$ cat src/hw/rtl/fmprc_pkg.sv
// shared types and constants of the first-match packet rule classifier
package fmprc_pkg;

    // stream widths
    localparam int DATA_IN_W  = 216;
    localparam int USER_IN_W  = 2;
    localparam int DATA_OUT_W = 8;

    // command queue between front and back
    localparam int QUEUE_DEPTH = 4;
    localparam int Q_PTR_W     = 2;
    localparam int Q_CNT_W     = 3;

    // operation codes on the input tuser
    localparam logic [1:0] OP_CLASSIFY = 2'd0;
    localparam logic [1:0] OP_APPEND   = 2'd1;
    localparam logic [1:0] OP_CLEAR    = 2'd2;

    // decoded command kind
    typedef enum logic [1:0] {
        KIND_CLASSIFY = 2'd0,
        KIND_APPEND   = 2'd1,
        KIND_CLEAR    = 2'd2,
        KIND_NOP      = 2'd3
    } t_kind;

    // one decoded item as it travels through the queue
    typedef struct packed {
        t_kind       kind;
        logic        action;
        logic [1:0]  direction;
        logic [7:0]  protocol;
        logic [47:0] src_mac;
        logic [47:0] dst_mac;
        logic [31:0] src_ip;
        logic [31:0] dst_ip;
        logic [15:0] src_port;
        logic [15:0] dst_port;
        logic [6:0]  wildcard_mask;
    } t_cmd;

    // queue status seen by both sides
    typedef struct packed {
        logic full;
        logic empty;
    } t_q_stat;

    // result item, verdict in the lowest bit
    typedef struct packed {
        logic       table_full;
        logic [4:0] matched_index;
        logic       matched;
        logic       verdict;
    } t_result;

endpackage

$ cat src/hw/rtl/fmprc_front.sv
// front stage: takes input items, decodes the operation and feeds the command queue
module fmprc_front
    import fmprc_pkg::*;
(
    input  logic                 i_clk,
    input  logic                 i_rst_n,
    input  logic                 i_s_tvalid,
    output logic                 o_s_tready,
    input  logic [DATA_IN_W-1:0] i_s_tdata,
    input  logic [USER_IN_W-1:0] i_s_tuser,
    input  t_q_stat              i_q_stat,
    output logic                 o_q_push,
    output t_cmd                 o_q_cmd
);

    logic  r_valid;
    t_cmd  r_cmd;
    t_cmd  n_cmd;
    logic  accept;

    // operation decode and field unpacking
    always_comb begin
        unique case (i_s_tuser)
            OP_CLASSIFY: n_cmd.kind = KIND_CLASSIFY;
            OP_APPEND:   n_cmd.kind = KIND_APPEND;
            OP_CLEAR:    n_cmd.kind = KIND_CLEAR;
            default:     n_cmd.kind = KIND_NOP;
        endcase
        n_cmd.action        = i_s_tdata[0];
        n_cmd.direction     = i_s_tdata[2:1];
        n_cmd.protocol      = i_s_tdata[10:3];
        n_cmd.src_mac       = i_s_tdata[58:11];
        n_cmd.dst_mac       = i_s_tdata[106:59];
        n_cmd.src_ip        = i_s_tdata[138:107];
        n_cmd.dst_ip        = i_s_tdata[170:139];
        n_cmd.src_port      = i_s_tdata[186:171];
        n_cmd.dst_port      = i_s_tdata[202:187];
        n_cmd.wildcard_mask = i_s_tdata[209:203];
    end

    // handshake: hold one item until the queue takes it
    assign o_q_push   = r_valid && !i_q_stat.full;
    assign o_s_tready = !r_valid || o_q_push;
    assign accept     = i_s_tvalid && o_s_tready;
    assign o_q_cmd    = r_cmd;

    always_ff @(posedge i_clk) begin
        if (!i_rst_n) begin
            r_valid <= 1'b0;
        end else if (accept) begin
            r_valid <= 1'b1;
        end else if (o_q_push) begin
            r_valid <= 1'b0;
        end
    end

    // decoded payload
    always_ff @(posedge i_clk) begin
        if (accept) begin
            r_cmd <= n_cmd;
        end
    end

endmodule

$ cat config.mk
export PLATFORM = sky130hd
export DESIGN_NAME = fmprc_front
export DESIGN_NICKNAME = d
export VERILOG_FILES = /design/src/hw/rtl/fmprc_pkg.sv /design/src/hw/rtl/fmprc_front.sv
export SDC_FILE = /design/constraint.sdc
export NUM_CORES = 1
export LEC_CHECK = 0
export BUFFER_PORTS_ARGS = -buffer_cell sky130_fd_sc_hd__buf_2
export CORE_AREA = 2 2 170 172
export CTS_BUF_LIST = sky130_fd_sc_hd__clkbuf_16
export CTS_CLUSTER_DIAMETER = 100
export DETAILED_ROUTE_END_ITERATION = 8
export DIE_AREA = 0 0 172 174
export REMOVE_ABC_BUFFERS = 1
export SKIP_LAST_GASP = 1
export SLEW_MARGIN = 20
export SYNTH_ARGS = -nofsm -noshare
export SYNTH_HDL_FRONTEND = slang
export SYNTH_SLANG_ARGS = --single-unit
export TNS_END_PERCENT = 1
$ cat constraint.sdc
create_clock -name i_clk -period 8.4 [get_ports i_clk]
set_input_delay 0.42 -clock i_clk [delete_from_list [all_inputs] [get_ports i_clk]]
set_output_delay 0.42 -clock i_clk [all_outputs]
set_load 0.02 [all_outputs]
## Word level (Yosys, flattened, before mapping)

Index checks and enable logic that the tools add are counted.

| cells by class | value |
|---|---|
| equal/unequal tests | 2 |
| multiplexer cells | 3 |
| reductions and logical operators | 7 |

Operators with widths:

| cell | count |
|---|---|
| $pmux 2 s3 | 1 |
| $eq 2x1->1 const B | 1 |
| $eq 2x2->1 const B | 1 |
| $logic_and 1x1->1 | 2 |
| $logic_not 1->1 | 2 |
| $logic_not 2->1 | 1 |
| $mux 1 | 2 |
| $reduce_bool 2->1 | 1 |
| $logic_or 1x1->1 | 1 |

| storage, ports and cells | value |
|---|---|
| bits in registers | 213 |
| output and inout bits | 214 |
| logic and storage cells | 24 |

## Longest topological paths before layout

Gate-level depths: netlist of the first run.

| logic depth | value |
|---|---|
| depth after elaboration | 5 |
| gate-level depth with buffers | 2 |
| mapped depth without buffers | 2 |

## Worst setup path after synthesis of the first run

Ideal clock, no wire load.

| timing | value |
|---|---|
| path kind | input to register |
| from | input i_q_stat[1] (netlist bit) |
| to | register r_cmd (netlist bit o_q_cmd[0]) (enable) |
| setup time | 0.599 ns |
| arrival | 5.476 ns |
| required time | 7.801 ns |
| setup slack | 2.325 ns |
| stages on the path | 2 |
| buffers on the path | 0 |
| path through | nand2_1 and2_1 |

| between the ends | value |
|---|---|
| word-level cells in the longest chain between the ends | 4 |

RTL lines:

| element | RTL line | text |
|---|---|---|
| start, declared | fmprc_front.sv:11 | `input t_q_stat i_q_stat,` |
| $logic_not 1->1 | fmprc_front.sv:42 | `assign o_q_push = r_valid && !i_q_stat.full;` |
| $logic_and 1x1->1 | fmprc_front.sv:42 |  |
| $logic_or 1x1->1 | fmprc_front.sv:43 | `assign o_s_tready = !r_valid \|\| o_q_push;` |
| $logic_and 1x1->1 | fmprc_front.sv:44 | `assign accept = i_s_tvalid && o_s_tready;` |
| named net accept | fmprc_front.sv:19 | `logic accept;` |
| end signal, assigned | fmprc_front.sv:60 | `r_cmd <= n_cmd;` |
| end, declared | fmprc_front.sv:17 | `t_cmd r_cmd;` |

The timed path passes the listed nets, and every way through them passes these cells.
A chain may end at the register's enable or synchronous reset.

## Final worst setup path of the first run

| timing | value |
|---|---|
| from | register r_valid |
| to | register r_cmd (netlist bit o_q_cmd[110]) (enable) |

| between the ends | value |
|---|---|
| word-level cells in the longest chain between the ends | 3 |

RTL lines:

| element | RTL line | text |
|---|---|---|
| start, declared | fmprc_front.sv:16 | `logic r_valid;` |
| start signal, assigned | fmprc_front.sv:49 | `r_valid <= 1'b0;` |
| start signal, assigned | fmprc_front.sv:51 | `r_valid <= 1'b1;` |
| start signal, assigned | fmprc_front.sv:53 | `r_valid <= 1'b0;` |
| $logic_not 1->1 or $logic_and 1x1->1 (tied branches) | fmprc_front.sv:43, fmprc_front.sv:42 |  |
| $logic_or 1x1->1 (*) | fmprc_front.sv:43 |  |
| $logic_and 1x1->1 (*) | fmprc_front.sv:44 |  |
| named net accept | fmprc_front.sv:19 |  |

The timed path passes the listed nets; every way through them passes the cells marked *.

==> impl_metrics.json, run 1 <==
{
  "r2r_start": "r_valid",
  "grt_max_degree": 82,
  "grt_pass1_wl_um": 24990,
  "ys_ff_latch": 213,
  "slowest_delay_ns": 0.87,
  "yosysTopAreaCell": "edfxtp_1",
  "synth_area_leaders": "edfxtp_1, dfxtp_1, and2b_2",
  "critical_path_class": "reg2reg",
  "routedWlPerCell_um": 16.94,
  "die_width_um": 172,
  "first_iter_violations": 84,
  "fin_setup_tns_ns": 0,
  "met1_usage": 0.1132,
  "gp_congestion": 0.7867,
  "fin_worst_skew_ns": 0.005650,
  "die_y_um": 174,
  "final_cell_mix": "buf_2, edfxtp_1, clkbuf_16",
  "gr-total-overflow": 0,
  "worst_r2r_path_depth": 3,
  "clock_latency_ns": 0.51,
  "grt_util_met3": 0.05282,
  "grt_pass1_vias": 4199,
  "postCtsSetupRepairBufs": 0,
  "r2r_end": "o_q_cmd[110]",
  "hold_path_class": "in2reg",
  "status": "completed",
  "use_met2": 0.2063,
  "synth_area_um2": 6424,
  "drt-vias-per-instance": 3.686,
  "yosysSeqAreaShare": 0.9942,
  "postLayoutCellArea_um2": 9889,
  "busiest_layer": "met2",
  "critPathCapture": "o_q_cmd[110]",
  "vias": 3981,
  "cts.sink_count": 213,
  "ctsResizeCount": 0,
  "path_depth": 3,
  "routed_wl_um": 18300,
  "clockRootBuffer": "clkbuf_16",
  "clk_path_buf_depth": 3,
  "fmaxAchievable_mhz": 418.6,
  "synth_area_per_cell_um2": 29.20,
  "drc": 0,
  "whs_path_depth": 1,
  "power_density_nw_per_um2": 258.5,
  "ctsHoldBuffers": 0,
  "cts_tree": "yes",
  "initial_core_util": 0.2275,
  "final_common_cell": "buf_2",
  "finalSetupViolCount": 0,
  "synth_cell_types": 8,
  "drtAntennaViolNets": 0,
  "required_ns": 8.53,
  "area_growth_pct": 53.95,
  "end_kind": "flop",
  "crit_arrival_ns": 2.52,
  "ir_drop_v": 0.0001823,
  "slew-limit-headroom": 0.3243,
  "yosysTopAreaCellShare": 0.9910,
  "grt_setup_unrepaired": "false",
  "row_count": 62,
  "yosys_warnings": 0,
  "leakage_nw": 4.186,
  "antenna_found_initial": 7,
  "crit_path_start": "r_valid",
  "drv_cap": 0,
  "start_kind": "flop",
  "fin_crit_sh": 0.2844,
  "hold_viol_final": 0,
  "pin_count": 437,
  "drive_above_1_share": 0.6724,
  "die_area_um2": 29930,
  "clk_transition_reported_paths_ns": 0.06,
  "nets": 899,
  "synthesis.instances": 220,
  "timing.critical_path.max_delay_family": "buffers and inverters",
  "utilization": 0.3502,
  "dr.pass1.iters": 4,
  "r2r_setup_slack_ns": 6.01,
  "core_um2": 28240,
  "grt_usage": 0.1151,
  "cts-htree-levels": 1,
  "critPathMaxFanout": 81,
  "worst_pin_slew_ns": 1.014,
  "path_cells": "nand2_1 > and2_4 > buf_4",
  "numPortBuffers": 429,
  "place_area_um2": 9061,
  "cts_made_buffers": 25,
  "path_buf_inv": 1,
  "final_max_slew_viol_count": 0,
  "cp_slowest_cell": "buf_4",
  "layout_min_cycle_time_ns": 2.389
}
==> synthesized netlist by cell type <==
library cell and n:
dfxtp_1 1, edfxtp_1 212, nor2b_1 1, a21oi_1 1
clkbuf_1 2, and2b_2 1, and2_1 1, nand2_1 1
==> stage by stage <==
stage	std cells	setup slack, ns	total power [mW]	hold WS [ns]
floorplan	218	2.325	1.393	0.4879
global placement	1033	5.754	1.501	0.5199
detailed placement	1033	5.700	1.506	0.5210
CTS	1077	5.950	2.603	0.04141
global route	1078	5.787	2.654	0.03978
finish	1080	6.011	2.556	0.07653
==> routing by layer <==
layer / wire length, um / up-vias / part of all wire
li1: - / 1814 / -
met2: 9204 / 267 / 0.50
met4: 719 / 6 / 0.039
met5: 35 / - / 0.0019
met1: 6120 / 1851 / 0.33
met3: 2215 / 43 / 0.12
==> final cells by class <==
cell class	count	area [um2]
Tap cell	384	480.5
Fill cell	2790	18350
Multi-Input combinational cell	5	32.53
Sequential cell	213	6386
Timing Repair Buffer	431	2162
Clock buffer	25	625.6
Clock inverter	19	195.2
Antenna cell	3	7.507
==> worst reg2reg max path, stage by stage (launching register included) <==
cell and delay [ns]:
dfxtp_1 0.32, nand2_1 0.08, and2_4 0.63, buf_4 0.91
==> worst min-delay path by stage <==
| stage | startpoint | end | slack [ns] |
|---|---|---|---|
| finish | i_s_tdata[54] | o_q_cmd[194] | 0.08 |
| global placement | r_valid | r_valid | 0.52 |
| global route | i_s_tdata[113] | o_q_cmd[77] | 0.04 |
| floorplan | r_valid | r_valid | 0.49 |
| detailed placement | r_valid | r_valid | 0.52 |
| CTS | i_s_tdata[59] | o_q_cmd[103] | 0.04 |
==> where the power goes <==
part	total (mW)	switching, mW	internal (mW)	leakage, nW
logic	0.217	0.143	0.0742	1.71
registers	1.26	0.0153	1.25	2.06
clock network	1.08	0.416	0.662	0.414
total	2.56	0.575	1.98	4.19
==> state kept, by name, indices dropped and copies added, names as in the netlist <==
signal	count
r_valid	1
o_q_cmd	212
==> cell families after synthesis <==
group / count (synthesis) / share of synthesized area
flip-flops: 213 / 0.9942
AND/OR/NAND/NOR: 4 / 0.003897
AO/OA/AOI/OAI: 1 / 0.0007784
buffers and inverters: 2 / 0.001169
Power figures use the tool's default switching activity.
==> inputs of run 2 (changes only) <==
clock period = 2 ns   (was 8.4 ns; I/O delays follow)
==> impl_metrics.json, run 2 (synthesis gave the netlist of run 1 again) <==
{
  "status": "completed",
  "required_ns": 2.39,
  "fmaxAchievable_mhz": 587.7,
  "grt_usage": 0.1313,
  "start_kind": "flop",
  "power_density_nw_per_um2": 866.1,
  "placed_cells": 1039,
  "multi_input_area_um2": 32.53,
  "initial_core_util": 0.2275,
  "r2r_start": "r_valid",
  "drive_above_1_share": 0.5143,
  "leakage_nw": 5.061,
  "drc": 0,
  "whs_path_depth": 4,
  "final_cell_mix": "buf_2, dlygate4sd3_1, edfxtp_1",
  "antenna_found_initial": 3,
  "final_common_cell": "buf_2",
  "fin_setup_tns_ns": 0,
  "grt_setup_unrepaired": "false",
  "clock_latency_ns": 0.50,
  "internal_power_mw": 8.022,
  "core_um2": 28240,
  "clockPowerShare": 0.364,
  "hold_path_startpoint": "i_q_stat[1]",
  "postLayoutCellArea_um2": 11980,
  "drt-vias-per-instance": 3.721,
  "first_iter_violations": 140,
  "nets": 1118,
  "fillers": 2550,
  "fin_crit_sh": 0.8507,
  "cp_slowest_cell": "dlygate4sd3_1",
  "dr.pass1.iters": 4,
  "final_max_slew_viol_count": 0,
  "r2r_setup_slack_ns": 0.30,
  "utilization": 0.4242,
  "largest_reg_flops": 212,
  "drtAntennaViolNets": 0,
  "pin_count": 437,
  "worst_pin_slew_ns": 0.2320,
  "clockRootBuffer": "clkbuf_16",
  "crit_top_cell": "dlygate4sd3_1",
  "end_kind": "flop",
  "cts_made_buffers": 23,
  "gp_congestion": 0.7618,
  "clk_transition_reported_paths_ns": 0.06,
  "slew-limit-headroom": 0.8453,
  "die_y_um": 174,
  "ctsResizeCount": 0,
  "hold_viol_final": 0,
  "swShare": 0.2267,
  "critPathMaxFanout": 3,
  "busiest_layer": "met2",
  "cts.sink_count": 213,
  "drv_cap": 0,
  "layout_setup_ws_ns": 0.2985,
  "seqPwrFrac": 0.510,
  "die_width_um": 172,
  "slowest_delay_ns": 0.56,
  "place_worst_setup_slack_ns": 0.6212,
  "hold_path_class": "in2reg",
  "fin_worst_skew_ns": 0.01324,
  "routedWlPerCell_um": 16.08,
  "clk_path_buf_depth": 3,
  "critical_path_class": "reg2reg",
  "critPathCapture": "r_valid",
  "met1_usage": 0.1262,
  "combPwrFrac": 0.125,
  "grt_pass1_vias": 5359,
  "layout_min_cycle_time_ns": 1.701,
  "ir_drop_v": 0.0008377,
  "postCtsSetupRepairBufs": 0,
  "cts-htree-levels": 1,
  "die_area_um2": 29930,
  "switching_power_mw": 2.352,
  "worst_r2r_path_depth": 4,
  "r2r_end": "r_valid",
  "grt_pass1_wl_um": 29390,
  "gr-total-overflow": 0,
  "vias": 4804,
  "finalSetupViolCount": 0,
  "regArea_um2": 6386,
  "area_growth_pct": 86.46,
  "crit_path_start": "r_valid",
  "path_cells": "a21oi_1 > dlygate4sd3_1 > nor2b_1 > dlygate4sd3_1",
  "routed_wl_um": 20760,
  "cts_tree": "yes",
  "layout.cells.non_filler": 1291,
  "grt_util_met3": 0.05852,
  "numPortBuffers": 429,
  "use_met2": 0.2467,
  "dp_hpwl_um": 14270,
  "place_area_um2": 9169,
  "ctsHoldBuffers": 215,
  "grt_max_degree": 46,
  "crit_arrival_ns": 2.09,
  "row_count": 62
}
==> run 2: changes by cell type in the layout (fill, tap and decap cells not counted), sizes merged <==
cell         change
clkinvlp         -1
diode            -2
clkinv           +1
dlygate4sd3    +215
clkbuf           -2
buf              +6
bufinv           -3
inv              -3
==> run 2: layout make-up <==
cell class	instances	area share
Antenna cell	1	0.0002089
Clock buffer	23	0.04805
Clock inverter	13	0.006581
Multi-Input combinational cell	5	0.002716
Sequential cell	213	0.5332
Tap cell	384	0.04011
Timing Repair Buffer	652	0.3692
==> run 2: worst min-delay path by stage <==
stage / end
2_1_floorplan: o_q_cmd[0]
3_3_place_gp: o_q_cmd[197]
3_5_place_dp: o_q_cmd[138]
4_1_cts: o_q_cmd[205]
5_1_grt: o_q_cmd[4]
6_report: o_q_cmd[205]
==> run 2: routing by layer <==
| layer | vias to the layer above | part of all wire |
|---|---|---|
| li1 | 2250 | - |
| met1 | 2226 | 0.34 |
| met2 | 283 | 0.51 |
| met3 | 43 | 0.12 |
| met4 | 2 | 0.025 |
| met5 | - | 0.00063 |
==> run 2: power groups by stage <==
stage / Clock [mW] / Sequential, mW / Combinational [mW]
after floorplan: 0 / 5.77 / 0.0818
after global placement: 0 / 5.38 / 0.953
after detailed placement: 0 / 5.39 / 0.963
after CTS: 3.92 / 5.29 / 1.30
after global routing: 4.11 / 5.32 / 1.38
final: 3.78 / 5.30 / 1.30
==> run 2: stage by stage <==
step / hold WS, ns / total power [mW]
floorplan: 0.1989 / 5.852
global placement: 0.2766 / 6.332
detailed placement: 0.2781 / 6.349
CTS: 0.2686 / 10.51
global route: 0.2738 / 10.81
finish: 0.2957 / 10.37
==> run 2: critical path, delay by kind of cell (launching register included) <==
kind            cells  cell delay [ns]
flops               1             0.32
simple gates        1             0.05
compound gates      1             0.12
buf+inv             2             1.11
