### config.mk
export PLATFORM = sky130hd
export DESIGN_NAME = fmprc_cmd_queue
export DESIGN_NICKNAME = d
export VERILOG_FILES = /design/src/hw/rtl/fmprc_pkg.sv /design/src/hw/rtl/fmprc_cmd_queue.sv
export SDC_FILE = /design/constraint.sdc
export NUM_CORES = 1
export LEC_CHECK = 0
export BUFFER_PORTS_ARGS = -buffer_cell sky130_fd_sc_hd__buf_2
export CORE_MARGIN = 2
export CORE_UTILIZATION = 50
export CTS_CLUSTER_DIAMETER = 150
export DETAILED_ROUTE_END_ITERATION = 10
export PLACE_DENSITY = 0.71
export SLEW_MARGIN = 25
export SYNTH_ARGS = -nofsm -noshare
export SYNTH_HDL_FRONTEND = slang
export SYNTH_SLANG_ARGS = --single-unit
export TNS_END_PERCENT = 100
### constraint.sdc
create_clock -name i_clk -period 8.8 [get_ports i_clk]
set_input_delay 0 -clock i_clk [delete_from_list [all_inputs] [get_ports i_clk]]
set_output_delay 0 -clock i_clk [all_outputs]
set_load 0.05 [all_outputs]
### src/hw/rtl/fmprc_pkg.sv
// shared types and constants of the first-match packet rule classifier
package fmprc_pkg;

    // stream widths
    localparam int DATA_IN_W  = 216;
    localparam int USER_IN_W  = 2;
    localparam int DATA_OUT_W = 8;

    // command queue between front and back
    localparam int QUEUE_DEPTH = 4;
    localparam int Q_PTR_W     = 2;
    localparam int Q_CNT_W     = 3;

    // operation codes on the input tuser
    localparam logic [1:0] OP_CLASSIFY = 2'd0;
    localparam logic [1:0] OP_APPEND   = 2'd1;
    localparam logic [1:0] OP_CLEAR    = 2'd2;

    // decoded command kind
    typedef enum logic [1:0] {
        KIND_CLASSIFY = 2'd0,
        KIND_APPEND   = 2'd1,
        KIND_CLEAR    = 2'd2,
        KIND_NOP      = 2'd3
    } t_kind;

    // one decoded item as it travels through the queue
    typedef struct packed {
        t_kind       kind;
        logic        action;
        logic [1:0]  direction;
        logic [7:0]  protocol;
        logic [47:0] src_mac;
        logic [47:0] dst_mac;
        logic [31:0] src_ip;
        logic [31:0] dst_ip;
        logic [15:0] src_port;
        logic [15:0] dst_port;
        logic [6:0]  wildcard_mask;
    } t_cmd;

    // queue status seen by both sides
    typedef struct packed {
        logic full;
        logic empty;
    } t_q_stat;

    // result item, verdict in the lowest bit
    typedef struct packed {
        logic       table_full;
        logic [4:0] matched_index;
        logic       matched;
        logic       verdict;
    } t_result;

endpackage

### src/hw/rtl/fmprc_cmd_queue.sv
// short command queue between the front stage and the rule engine
module fmprc_cmd_queue
    import fmprc_pkg::*;
(
    input  logic    i_clk,
    input  logic    i_rst_n,
    input  logic    i_push,
    input  t_cmd    i_cmd,
    input  logic    i_pop,
    output t_cmd    o_cmd,
    output t_q_stat o_stat
);

    t_cmd               r_mem [QUEUE_DEPTH];
    logic [Q_PTR_W-1:0] r_wr_ptr;
    logic [Q_PTR_W-1:0] r_rd_ptr;
    logic [Q_CNT_W-1:0] r_cnt;
    logic               do_push;
    logic               do_pop;

    assign o_stat.full  = (r_cnt == Q_CNT_W'(QUEUE_DEPTH));
    assign o_stat.empty = (r_cnt == '0);
    assign do_push      = i_push && !o_stat.full;
    assign do_pop       = i_pop && !o_stat.empty;
    assign o_cmd        = r_mem[r_rd_ptr];

    // pointers and fill level
    always_ff @(posedge i_clk) begin
        if (!i_rst_n) begin
            r_wr_ptr <= '0;
            r_rd_ptr <= '0;
            r_cnt    <= '0;
        end else begin
            if (do_push) begin
                r_wr_ptr <= r_wr_ptr + 1'b1;
            end
            if (do_pop) begin
                r_rd_ptr <= r_rd_ptr + 1'b1;
            end
            if (do_push && !do_pop) begin
                r_cnt <= r_cnt + 1'b1;
            end else if (do_pop && !do_push) begin
                r_cnt <= r_cnt - 1'b1;
            end
        end
    end

    // storage
    always_ff @(posedge i_clk) begin
        if (do_push) begin
            r_mem[r_wr_ptr] <= i_cmd;
        end
    end

endmodule

# After elaboration in Yosys (flattened, before gate mapping)

Memories as Yosys holds them, arrays and structs flattened. A register that Yosys moved wholly into a read port is not among the register bits.
Index checks and enable logic that the tools add are counted.

Input bits: 216
Memories kept: 1
Bits in registers: 7
Output and inout bits: 214
RAM bits: 848
Word-level logic and storage cells: 25

Memories:

| memory | words | bits a word | read ports | clocked after memory_dff | wr ports | line                  | RTL |
|---|---|---|---|---|---|---|---|
| r_mem  | 4     | 212         | 1          | 1                        | 1        | fmprc_cmd_queue.sv:14 | `t_cmd r_mem [QUEUE_DEPTH];` |

Mux-type cells: 6
Eq/ne operators: 1
Reductions and logical operators: 10
Add/subtract/negate cells: 4

Operators by type and width:

| kind                                              | count |
|---|---|
| 2-to-1 mux 3 bit                                  | 2 |
| adder 2 x 1 -> 2 bit (second input constant)      | 2 |
| logical AND 1 bit                                 | 4 |
| zero test 1 bit                                   | 4 |
| 2-to-1 mux 2 bit                                  | 2 |
| adder 3 x 1 -> 3 bit (second input constant)      | 1 |
| equality test 3 bit (second input constant)       | 1 |
| zero test 3 bit                                   | 1 |
| subtractor 3 x 1 -> 3 bit (second input constant) | 1 |
| 2-to-1 mux 1 bit                                  | 2 |
| nonzero test 2 bit                                | 1 |

# Longest topological paths before layout

Gate-level depths: netlist of run 1.

Depth in word-level cells: 7
Depth in mapped cells: 9

# Least setup slack after synthesis of run 1

Ideal clock, no wire load.

Path kind: register -> register
Start point: register r_cnt[0]
End point: memory r_mem[0][0] (netlist bit) (enable)
Arrival time: 5.947 ns
Setup time: 0.599 ns
Stages on the path, launching flop included: 5
Setup slack: 2.254 ns
Buffers on the path: 1
Path through: dfxtp_1 > nor3b_1 > nor2b_1 > clkbuf_1 > and2_1

RTL lines:

| what                   | line                  | RTL |
|---|---|---|
| start, declared        | fmprc_cmd_queue.sv:17 | `logic [Q_CNT_W-1:0] r_cnt;` |
| start signal, assigned | fmprc_cmd_queue.sv:41 | `r_cnt <= r_cnt + 1'b1;` |
| start signal, assigned | fmprc_cmd_queue.sv:43 | `r_cnt <= r_cnt - 1'b1;` |
| end, declared          | fmprc_cmd_queue.sv:14 |  |

# Worst setup path in the final report of run 1

Start point: register r_cnt[0]
End point: memory r_mem[0][148] (netlist bit) (enable)

Word-level cells in the longest chain between the ends: 5

RTL lines:

| what                                   | line                  | RTL |
|---|---|---|
| equality test 3 bit                    | fmprc_cmd_queue.sv:21 | `assign o_stat.full = (r_cnt == Q_CNT_W'(QUEUE_DEPTH));` |
| zero test 1 bit                        | fmprc_cmd_queue.sv:23 | `assign do_push = i_push && !o_stat.full;` |
| logical AND 1 bit                      | fmprc_cmd_queue.sv:23 |  |
| 2-to-1 mux 1 bit                       | fmprc_cmd_queue.sv:50 | `if (do_push) begin` |
| 2-to-1 mux 1 bit (not written as such) | fmprc_cmd_queue.sv:51 | `r_mem[r_wr_ptr] <= i_cmd;` |

No other way between the ends.

==> summary.md, run 1 <==
| Metric | Value |
|---|---|
| Hold slack | roughly 120 ps |
| Max-slew violations | 0 |
| Initial antenna violation count | 8 |
| Via count | 14,900 |
| RSZ-0062 raised after global routing | false |
| # DRC | 0 |
| # hold bufs at CTS | about 220 |
| Peak Freq | about 250 MHz |
| Largest family of logic cells by synthesized area | multiplexers |
| Fillers | ~4,000 |
| Syn Nets | between 1,000 and 1,500 |
| Critical path launch point type | register |
| Synth Area in Compound Gates | less than 1% |
| Share of cells above drive strength 1 | 40.3% |
| Initial Util | around 50% |
| WL final | approximately 63,000 um |
| Prevailing post-synth register cell | edfxtp_1 |
| Synthesis-to-finish area growth | 25.2% |
| CP Buf/Inv Count | 2 |
| Dpl cells | 2,386 |
| Register area | 25,700 um^2 |
| Total global-route track usage | 19.4% |
| Final Net Count | a little over 2,000 |
| Worst hold path type | input pin to register |
| Vert. Die Dim | about 250 um |
| Kind of critical path | register to register |
| Multi-input logic area | 5060 um^2 |
| Vias in the first global route | ~16,000 |
| Placement Cell Area | around 34,000 um^2 |
| Pwr dens | 321 nW/um^2 |
| Tcrit/Tclk final | between 40% and 50% |
| Worst-path clk slew | 60 ps |
| Root buf cell | clkbuf_16 |
| Worst-Margin Slew | 1050 ps |
| Synth Register Bits | about 860 |
| Worst R2R Start | r_cnt[0] |
| Critical path launch point | r_cnt[0] |
| Max_cap viols | 0 |
| Delay-heaviest family, CP | buffers and inverters |
| Clock Sinks | 857 |
| DR WL/cell | about 23 um |
| Clock Skews | around 28 ps |
| CP peak stage delay | ~850 ps |
| Sequential area share after synthesis | a little over 80% |
| Adder-Cell Fraction of Synth Area | less than 1% |
| Synth unique cells | 23 |
| Count of final hold-check violations | 0 |
| Post-synthesis mux area share | 15.5% |
| CP max-delay cell | buf_4 |
| Count leader, synth | edfxtp_1 |
| H-tree levels | 3 |
| Outcome | finished clean |
| Fin crit period | 3990 ps |
| TritonCTS Buffers | 85 |
| Post-Synth Simple-Gate Area | 0.310% |
| Synthesis Warnings | 0 |
| Die Width | between 200 and 300 um |
| CP arrival | 4210 ps |
| Gpl congestion | 0.738 |
| Relative slew slack | between 20% and 30% |
| Post-Syn Area | 31,100 um^2 |
| Maximum clock insertion buffer count | 3 |
| Post-layout instance area | ~40,000 um^2 |
| # resized after CTS | 0 |
| Worst Path Max Fanout | 68 |
| Die area | 64,200 um^2 |
| DRT Pass-1 Iters | 5 |
| Via-to-Cell Ratio | roughly 5.4 |
| Remaining Overflow, GRT | 0 |
| Ports | 430 |
| Worst VDD drop | 0.318 mV |
| Wire length of the first global-routing pass | roughly 93,000 um |
| Crit. End Element | register |
| Postcts setup bufs | 0 |
| Top area cells in the synthesized netlist | edfxtp_1 (82%), mux4_2 (15%), buf_6 (0.69%), dfxtp_1 (0.58%), buf_2 (0.37%) |
| Critical Path, Cell by Cell | nor3b_1, nor2b_1, and2_4, buf_4, buf_4 |
| Area share of the largest cell type after synthesis | approximately four fifths |
| Largest net degree at the start of global routing | ~160 |
| Most frequent CP cell | buf_4 |
| Final std cells w/o fill | 2,764 |
| Min-delay src | i_cmd[45] |
| Setup-failing EPs final | 0 |
| Area leader, netlist | edfxtp_1 |
| Syn Inst Count | about 1,200 |
| Async SR Flop Fraction | 0% |
| WP data required | between 9000 and 10,000 ps |
| CTS tree | yes |
| Worst-Skew Late Latency | around 630 ps |
| Port Buffer Count | 429 |
| Avg Inst Size Synth | between 20 and 30 um^2 |
| Dpl hpwl | around 35,000 um |
| Post-synth EDFFs | 848 |
| Static Leakage | between 10 and 15 nW |
| XOR/XNOR Fraction of Synth Area | less than 1% |
| Most instantiated cells after synthesis | edfxtp_1 (848), mux4_2 (212), buf_2 (23), buf_6 (19), dfxtp_1 (9) |
| DRT antenna net count | 0 |
| Starting DRC count in detailed routing | 1,010 |
| Core area | 61,600 um^2 |
| Total negative slack | 0 ps |
| Num rows | 91 |
## logic make-up after synthesis
family,count (synthesis)
XOR/XNOR,4
AND/OR/NAND/NOR,17
buffers and inverters,53
AO/OA/AOI/OAI,4
multiplexers,215
adder cells (fa/ha/maj),6
flip-flops,857
## state kept, by name, summed over array words and instances (netlist names), named ones only
name / flops
r_cnt: 3
r_rd_ptr: 2
r_wr_ptr: 2
r_mem: 848
## power by group
part           internal, W  switching (W)  leakage, nW
sequential         0.00496       0.000143         7.85
combinational      0.00120        0.00276         3.95
clock              0.00194        0.00148         1.28
total              0.00810        0.00438         13.1
## worst reg2reg max path: cells and delay by family, from the launching register on
| family | cells | cell delay, ps |
|---|---|---|
| and+or+nand+nor | 3 | 1410 |
| DFF | 1 | 480 |
| buffers and inverters | 2 | 1560 |
## layout by cell type (no fill, tap or decap), types with 6 or more instances in the layout
cell,instances
edfxtp_1,848
buf_2,429
dlygate4sd3_1,216
mux4_2,212
clkbuf_16,85
clkinv_1,22
clkbuf_1,21
clkinv_2,13
buf_4,8
dfxtp_1,7
diode_2,6
## per-stage QoR
step / setup WS [ps] / util, % / total power, W
after floorplan: 2250 / - / 0.00830
after global placement: 4970 / 55.3 / 0.00904
after detailed placement: 4870 / 55.3 / 0.00909
after CTS: 4580 / 63.1 / 0.0126
after global routing: 4580 / 63.2 / 0.0129
final: 4810 / 63.2 / 0.0125
## cell type report
type                       count  area share [%]
antenna                        6          0.0386
clock buffer                 106            5.67
clock inverter                48            1.07
inverter                       3          0.0289
multi-input combinational    246            13.0
sequential                   857            65.9
tap                          837            2.69
timing repair buffer         661            11.6
## final timing paths
check        cells past startpoint            end  slack (ps)
max                              5  r_mem[0][148]        4810
max reg2reg                      5  r_mem[0][148]        4810
min                              2   r_mem[1][45]         120
min reg2reg                      2       r_cnt[2]         560
## per-layer routing
| layer | up-vias | track usage [%] | wire length (um) |
|---|---|---|---|
| met2 | 518 | 32.1 | 32500 |
| met3 | 128 | 5.50 | 4530 |
| met4 | 6 | 7.44 | 1880 |
| met1 | 7809 | 24.7 | 24500 |
| met5 | - | 0 | 42 |
| li1 | 6433 | - | - |
No activity file was read; power rests on OpenSTA's default activity.
==> run 2, diff against run 1 <==
--- a/config.mk
+++ b/config.mk
@@ -5,6 +5,7 @@
 export SDC_FILE = /design/constraint.sdc
 export NUM_CORES = 1
 export LEC_CHECK = 0
+export ABC_AREA = 1
 export BUFFER_PORTS_ARGS = -buffer_cell sky130_fd_sc_hd__buf_2
 export CORE_MARGIN = 2
 export CORE_UTILIZATION = 50
==> constraint.sdc (replaced) <==
create_clock -name i_clk -period 3.8 [get_ports i_clk]
set_input_delay 0 -clock i_clk [delete_from_list [all_inputs] [get_ports i_clk]]
set_output_delay 0 -clock i_clk [all_outputs]
set_load 0.05 [all_outputs]
==> run 2 against run 1 <==
Effect of this change: via count is 37% higher; clock power is 140% higher; final cell count is 33% higher; synthesized area is 2.2% higher; hold slack better by 2.6 ps; final area is 1.7% higher; largest power group unchanged; first-iteration DRC count is 86% higher; wire length is 20% higher; worst setup slack worse by 4200 ps.
==> summary.md, run 2 <==
| Metric | Value |
|---|---|
| Remaining Overflow, GRT | 0 (unchanged) |
| Placement Cell Area | 34,700 um^2 (+1.9%) |
| # hold bufs at CTS | 217 (+0.46%) |
| Reg2Reg Depth | 4 (-1) |
| Post-Synth Simple-Gate Area | 5.44% (+5.1 points) |
| Hold slack | 120 ps (+2.57 ps) |
| Count of final hold-check violations | 0 (unchanged) |
| RSZ-0062 raised after global routing | false |
| Max FFs per register | 848 (unchanged) |
| Area leader, netlist | edfxtp_1 |
| Worst-path clk slew | 60 ps (about the same) |
| Synth Register Bits | 857 (unchanged) |
| Most common cell after layout, fill and taps aside | edfxtp_1 |
| Synth Area in Compound Gates | 10.9% (+11 points) |
| Setup-failing EPs final | 0 (unchanged) |
| WP data required | 3800 ps (-5230 ps) |
| CP arrival | 3210 ps (-1000 ps) |
| Fin crit period | ~3200 ps |
| Worst hold path type | input pin to register |
| Top area cells in the synthesized netlist | edfxtp_1 (80%), o21ai_0 (5.2%), nor2_1 (5.2%), o22ai_1 (4.2%), o21ai_1 (1.5%) |
| Largest family of logic cells by synthesized area | compound AO/OA/AOI/OAI gates |
| Initial antenna violation count | 11 (+3) |
| Register with the most flip-flops | r_mem |
| Via-to-Cell Ratio | 5.56 (+3.1%) |
| Syn Nets | 2,341 (+70%) |
| Setup WS post-layout | 591 ps (-4220 ps) |
| Outcome | finished clean |
| Post-Syn Area | 31,800 um^2 (+2.2%) |
| Via count | 20,400 (+37%) |
| FF-to-FF setup slack | 1610 ps (-3200 ps) |
| Final std cells w/o fill | 3,672 (+33%) |
| Tcrit/Tclk final | between 80% and 90% |
| Post-synth EDFFs | 848 (unchanged) |
| Synthesis-to-finish area growth | 24.7% |
| Synth unique cells | 20 (-13%) |
| Total global-route track usage | 22.7% (+3.3 points) |
| DRT Pass-1 Iters | 5 (unchanged) |
| Dpl hpwl | 40,800 um (+15%) |
| Count leader, synth | edfxtp_1 |
| Die area | 65,500 um^2 (+2.1%) |
| Fillers | 4,393 (+9.4%) |
| # DRC | 0 (unchanged) |
| Avg Inst Size Synth | 15.0 um^2 (-44%) |
| Core area | 63,000 um^2 (+2.2%) |
| Pwr dens | 744 nW/um^2 (+130%) |
| Share of cells above drive strength 1 | 21.0% (-19 points) |
| Kind of critical path | register to output port |
| Die Width | 256 um (+1.1%) |
| Worst R2R Start | r_wr_ptr[0] |
| Worst-Skew Late Latency | 630 ps (about the same) |
| Postcts setup bufs | 0 (unchanged) |
| Final Net Count | 2,972 (+43%) |
| Worst VDD drop | 0.671 mV (+110%) |
| Max-slew violations | 0 (unchanged) |
| Largest net degree at the start of global routing | 213 (+32%) |
| Starting DRC count in detailed routing | 1,880 (+86%) |
| # resized after CTS | 0 (unchanged) |
| TritonCTS Buffers | 86 (+1.2%) |
| Min-delay src | i_cmd[2] |
| Post-layout instance area | 39,600 um^2 (+1.7%) |
| Most instantiated cells after synthesis | edfxtp_1 (848), nor2_1 (438), o21ai_0 (330), o22ai_1 (212), o21ai_1 (95) |
| Adder-Cell Fraction of Synth Area | 0.260% (-0.0056 points) |
| Dpl cells | 3,291 (+38%) |
| Async SR Flop Fraction | 0% (unchanged) |
| Maximum clock insertion buffer count | 3 (unchanged) |
| Prevailing post-synth register cell | edfxtp_1 |
| Vert. Die Dim | 256 um (+1.1%) |
| Num rows | 92 (+1.1%) |
| Worst hold stages | 2 (unchanged) |
| Peak Freq | between 300 and 400 MHz |
| Relative slew slack | 34.4% (+4.7 points) |
| Post-place setup slack | 1340 ps (-3530 ps) |
| Syn Inst Count | 2,119 (+83%) |
| Port Buffer Count | 429 (unchanged) |
| Worst-Margin Slew | 984 ps (-70.5 ps) |
| Clock Sinks | 857 (unchanged) |
| Area share of the largest cell type after synthesis | 80.2% (-1.7 points) |
| DR WL/cell | 20.7 um (-9.9%) |
| WL final | 75,900 um (+20%) |
| Max_cap viols | 0 (unchanged) |
| Post-synthesis mux area share | 0% (-15 points) |
| Reg2reg end | r_mem[1][99] |
| XOR/XNOR Fraction of Synth Area | 0.0276% (-0.085 points) |
| Critical path launch point type | register |
| Commonest non-fill, non-tap cells in the layout | edfxtp_1 (848), nor2_1 (433), buf_2 (429) |
| H-tree levels | 3 (unchanged) |
| Root buf cell | clkbuf_16 |
| Worst Hold Path EP | r_mem[3][2] |
| Ports | 430 (unchanged) |
| Static Leakage | 13.9 nW (+6.3%) |
| Initial Util | 50.4% (about the same) |
| CTS tree | yes |
| Clock Skews | 23.0 ps (-4.58 ps) |
| DRT antenna net count | 0 (unchanged) |
| Sequential area share after synthesis | 80.8% (-1.7 points) |
| Wire length of the first global-routing pass | 116,000 um (+24%) |
| Total negative slack | 0 ps (unchanged) |
| Biggest regs | r_mem (848), r_cnt (3) |
| Gpl congestion | 0.787 (+6.6%) |
| Crit. End Element | output port |
| Worst Path Max Fanout | 189 (+180%) |
| Synthesis Warnings | 0 (unchanged) |
| Vias in the first global route | 20,800 (+33%) |
[run 2: changes by cell type in the layout (fill, tap and decap cells not counted), sizes merged, moves of 11 or more]
cell	change
o21ai	+424
buf	+20
mux4	-212
inv	+15
nor2	+438
nand2	+11
o22ai	+212
[run 2: power breakdown]
group	switching (W)	internal, W	total [W]	leakage (nW)
Clock	0.00345	0.00464	0.00809	1.31
Sequential	0.000269	0.0115	0.0118	7.84
Combinational	0.00762	0.00202	0.00964	4.74
Total	0.0113	0.0181	0.0295	13.9
[run 2: kinds of logic after synthesis]
group                    Yosys count
adder cells (fa/ha/maj)            6
flip-flops                       857
AO/OA/AOI/OAI                    640
buffers and inverters            157
XOR/XNOR                           1
AND/OR/NAND/NOR                  458
[run 2: final cells by class]
type / count / area, um^2 / share of cell area, %
diodes: 9 / 22.5 / 0.0569
clock buffers: 107 / 2250 / 5.69
clock inverters: 48 / 439 / 1.11
inverters: 18 / 85.1 / 0.215
multi-input cells: 1105 / 5330 / 13.5
flip-flops and latches: 857 / 25700 / 64.8
well taps: 846 / 1060 / 2.67
repair buffers: 682 / 4760 / 12.0
[run 2: worst max-delay path, cell delays in order (launching register included)]
cell and delay [ps]:
dfxtp_4 640, clkinv_8 650, buf_4 520, o21ai_0 270, o22ai_1 100, buf_2 220
[run 2: worst max-delay path by stage]
stage                         from  depth (start not counted)           to
final                     register                          5    o_cmd[85]
after global routing      register                          5    o_cmd[85]
after CTS                 register                          5    o_cmd[85]
after detailed placement  register                          5    o_cmd[85]
after global placement    register                          5    o_cmd[94]
after floorplan           r_cnt[0]                          4  r_mem[0][0]
[run 2: stage by stage]
stage	util (%)	total power, W
2_1_floorplan	-	0.0189
3_3_place_gp	55.1	0.0212
3_5_place_dp	55.1	0.0213
4_1_cts	62.9	0.0296
5_1_grt	62.9	0.0306
6_report	62.9	0.0295
[run 2: per-layer routing]
metal	vias to the layer above	track usage, %	wire (um)
met5	-	0	10
met4	2	9.63	2390
met3	151	5.28	5630
met2	822	38.7	38400
met1	10100	27.9	29500
li1	9319	-	-
==> run 3, diff against run 2 <==
--- a/config.mk
+++ b/config.mk
@@ -5,13 +5,13 @@
 export SDC_FILE = /design/constraint.sdc
 export NUM_CORES = 1
 export LEC_CHECK = 0
-export ABC_AREA = 1
+export ABC_AREA = 0
 export BUFFER_PORTS_ARGS = -buffer_cell sky130_fd_sc_hd__buf_2
 export CORE_MARGIN = 2
 export CORE_UTILIZATION = 50
 export CTS_CLUSTER_DIAMETER = 150
 export DETAILED_ROUTE_END_ITERATION = 10
-export PLACE_DENSITY = 0.71
+export PLACE_DENSITY = 0.74
 export SLEW_MARGIN = 25
 export SYNTH_ARGS = -nofsm -noshare
 export SYNTH_HDL_FRONTEND = slang
==> constraint.sdc (replaced) <==
create_clock -name i_clk -period 2.9 [get_ports i_clk]
set_input_delay 0 -clock i_clk [delete_from_list [all_inputs] [get_ports i_clk]]
set_output_delay 0 -clock i_clk [all_outputs]
set_load 0.05 [all_outputs]
==> run 3 against run 2 <==
Effect of this change: clock-buffer cell count fell by 4; sequential share of layout area up 0.082 points; via count down 25%; combinational power is 31% higher; critical path depth fell by 1; core utilization rose by 1.3 points; largest power group unchanged.
==> summary.md, run 3 (synthesis results as in run 1) <==
| Metric | Value |
|---|---|
| Via count | 15,300 (-25%) |
| WP data required | 2900 ps (-900 ps) |
| Worst-Margin Slew | 702 ps (-281 ps) |
| Root buf cell | clkbuf_16 |
| Met3 Track Usage GR | 5.24% (-0.036 points) |
| Worst-Skew Late Latency | 610 ps (-20 ps) |
| # resized after CTS | 0 (unchanged) |
| Max FFs per register | 848 (unchanged) |
| Clock Sinks | 857 (unchanged) |
| Biggest regs | r_mem (848), r_cnt (3) |
| Pwr dens | 972 nW/um^2 (+31%) |
| Clock Skews | 11.2 ps (-11.9 ps) |
| Kind of critical path | register to output port |
| H-tree levels | 3 (unchanged) |
| DRT Pass-1 Iters | 5 (unchanged) |
| Max_cap viols | 0 (unchanged) |
| Switch Pwr | 0.0135 W (+19%) |
| Most common cell after layout, fill and taps aside | edfxtp_1 |
| Commonest non-fill, non-tap cells in the layout | edfxtp_1 (848), buf_2 (429), dlygate4sd3_1 (216) |
| Most frequent CP cell | buf_12 |
| Fillers | 3,891 (-11%) |
| Worst R2R Start | r_cnt[0] |
| Initial antenna violation count | 7 (-4) |
| GR peak layer | met2 |
| Vias in the first global route | 16,200 (-22%) |
| Fin crit period | 2530 ps |
| Vert. Die Dim | 253 um (-1.0%) |
| Clock power share | 27.2% (-0.2 points) |
| Total negative slack | 0 ps (unchanged) |
| # DRC | 0 (unchanged) |
| Starting DRC count in detailed routing | 1,205 (-36%) |
| Via-to-Cell Ratio | 5.47 (-1.6%) |
| Total global-route track usage | 20.6% (-2.1 points) |
| Min-delay src | i_cmd[152] |
| Final Net Count | 2,118 (-29%) |
| Reg2Reg Depth | 7 (+3) |
| Die area | 64,200 um^2 (-2.1%) |
| Critical Path, Cell by Cell | buf_12, buf_12, mux4_2, buf_2 |
| DR WL/cell | 23.7 um (+15%) |
| Port Buffer Count | 429 (unchanged) |
| Worst hold stages | 2 (unchanged) |
| Multi-input logic area | 5060 um^2 (-5.0%) |
| Num rows | 91 (-1.1%) |
| Tcrit/Tclk final | between 80% and 90% |
| Maximum clock insertion buffer count | 3 (unchanged) |
| Largest net degree at the start of global routing | 88 (-59%) |
| FF-to-FF setup slack | 580 ps (-1030 ps) |
| Share of cells above drive strength 1 | 42.1% (+21 points) |
| CP arrival | 2530 ps (-680 ps) |
| Synthesis-to-finish area growth | 27.2% |
| Net Sw Frac | 35.0% (-3.5 points) |
| # hold bufs at CTS | 216 (-0.46%) |
| Register with the most flip-flops | r_mem |
| Crit. End Element | output port |
| RSZ-0062 raised after global routing | false |
| Grt met1 use | 27.1% (-0.81 points) |
| Worst Path Max Fanout | 27 (-86%) |
| Dpl hpwl | 39,300 um (-3.7%) |
| Wire length of the first global-routing pass | 98,300 um (-15%) |
| Reg2reg end | r_cnt[2] |
| Initial Util | 50.5% (about the same) |
| Static Leakage | 13.4 nW (-3.6%) |
| CP max-delay cell | mux4_2 |
| Die Width | 253 um (-1.0%) |
| Gpl congestion | 0.757 (-3.7%) |
| Max-slew violations | 0 (unchanged) |
| Worst-path clk slew | 60 ps (about the same) |
| Register area | 25,700 um^2 (about the same) |
| Setup-failing EPs final | 0 (unchanged) |
| Outcome | finished clean |
| Core area | 61,600 um^2 (-2.2%) |
| Worst VDD drop | 0.909 mV (+36%) |
| Internal cell power | 0.0250 W (+38%) |
| Ports | 430 (unchanged) |
| Critical path launch point type | register |
| Relative slew slack | 53.2% (+19 points) |
| Hold slack | 137 ps (+17.1 ps) |
| Worst Hold Path EP | r_mem[1][152] |
| DRT antenna net count | 0 (unchanged) |
| Power share of the combinational group | 32.7% (about the same) |
| CP peak stage delay | 570 ps (-80 ps) |
| Postcts setup bufs | 0 (unchanged) |
| WL final | 66,600 um (-12%) |
| Worst hold path type | input pin to register |
| Count of final hold-check violations | 0 (unchanged) |
| Peak Freq | between 300 and 400 MHz |
| TritonCTS Buffers | 84 (-2.3%) |
| Sequential Power Share | 40.1% (+0.2 points) |
| Met2 Use GR | 33.4% (-5.3 points) |
| Remaining Overflow, GRT | 0 (unchanged) |
| CTS tree | yes |
## run 3: power by group through the flow
stage / Combinational, W / Clock, W / Sequential [W]
2_1_floorplan: 0.00945 / 0 / 0.0155
3_3_place_gp: 0.0123 / 0 / 0.0156
3_5_place_dp: 0.0123 / 0 / 0.0157
4_1_cts: 0.0127 / 0.0106 / 0.0154
5_1_grt: 0.0131 / 0.0111 / 0.0155
6_report: 0.0126 / 0.0105 / 0.0154
## run 3: cell type report
type | instances | area share (%)
antenna | 8 | 0.0506
clock inverter | 48 | 1.09
sequential | 857 | 64.9
timing repair buffer | 704 | 12.9
tap | 837 | 2.65
inverter | 3 | 0.0285
clock buffer | 103 | 5.60
multi-input combinational | 246 | 12.8
## run 3: how the worst max path moves through the flow
stage | start | end | slack, ps | cells past startpoint
after floorplan | r_cnt[0] | r_mem[3][0] | 3 | 4
after global placement | r_cnt[0] | r_cnt[2] | 770 | 7
after detailed placement | r_cnt[0] | r_cnt[2] | 610 | 7
after CTS | register | o_cmd[89] | 310 | 4
after global routing | register | o_cmd[184] | 260 | 4
final | register | o_cmd[184] | 370 | 4
## run 3: per-stage QoR
step	cell area (um^2)	utilization [%]	std cells	power [W]	worst slack, ps
3_3_place_gp	34700	56.4	2431	0.0278	770
4_1_cts	39500	64.2	2798	0.0387	313
3_5_place_dp	34700	56.4	2431	0.0280	607
5_1_grt	39600	64.2	2805	0.0397	256
2_1_floorplan	31100	-	1156	0.0250	2.51
6_report	39600	64.2	2806	0.0385	370
## run 3: routing by layer
layer | routed length [um] | share of wire (%)
met4 | 1980 | 3.0
met3 | 5560 | 8.4
met1 | 25600 | 39
met5 | 0 | 0
met2 | 33400 | 50
## run 3: critical path: cells and delay by family, from the launching register on
kind	cells	cell delay (ps)
DFF	1	530
buffers and inverters	3	770
muxes	1	570
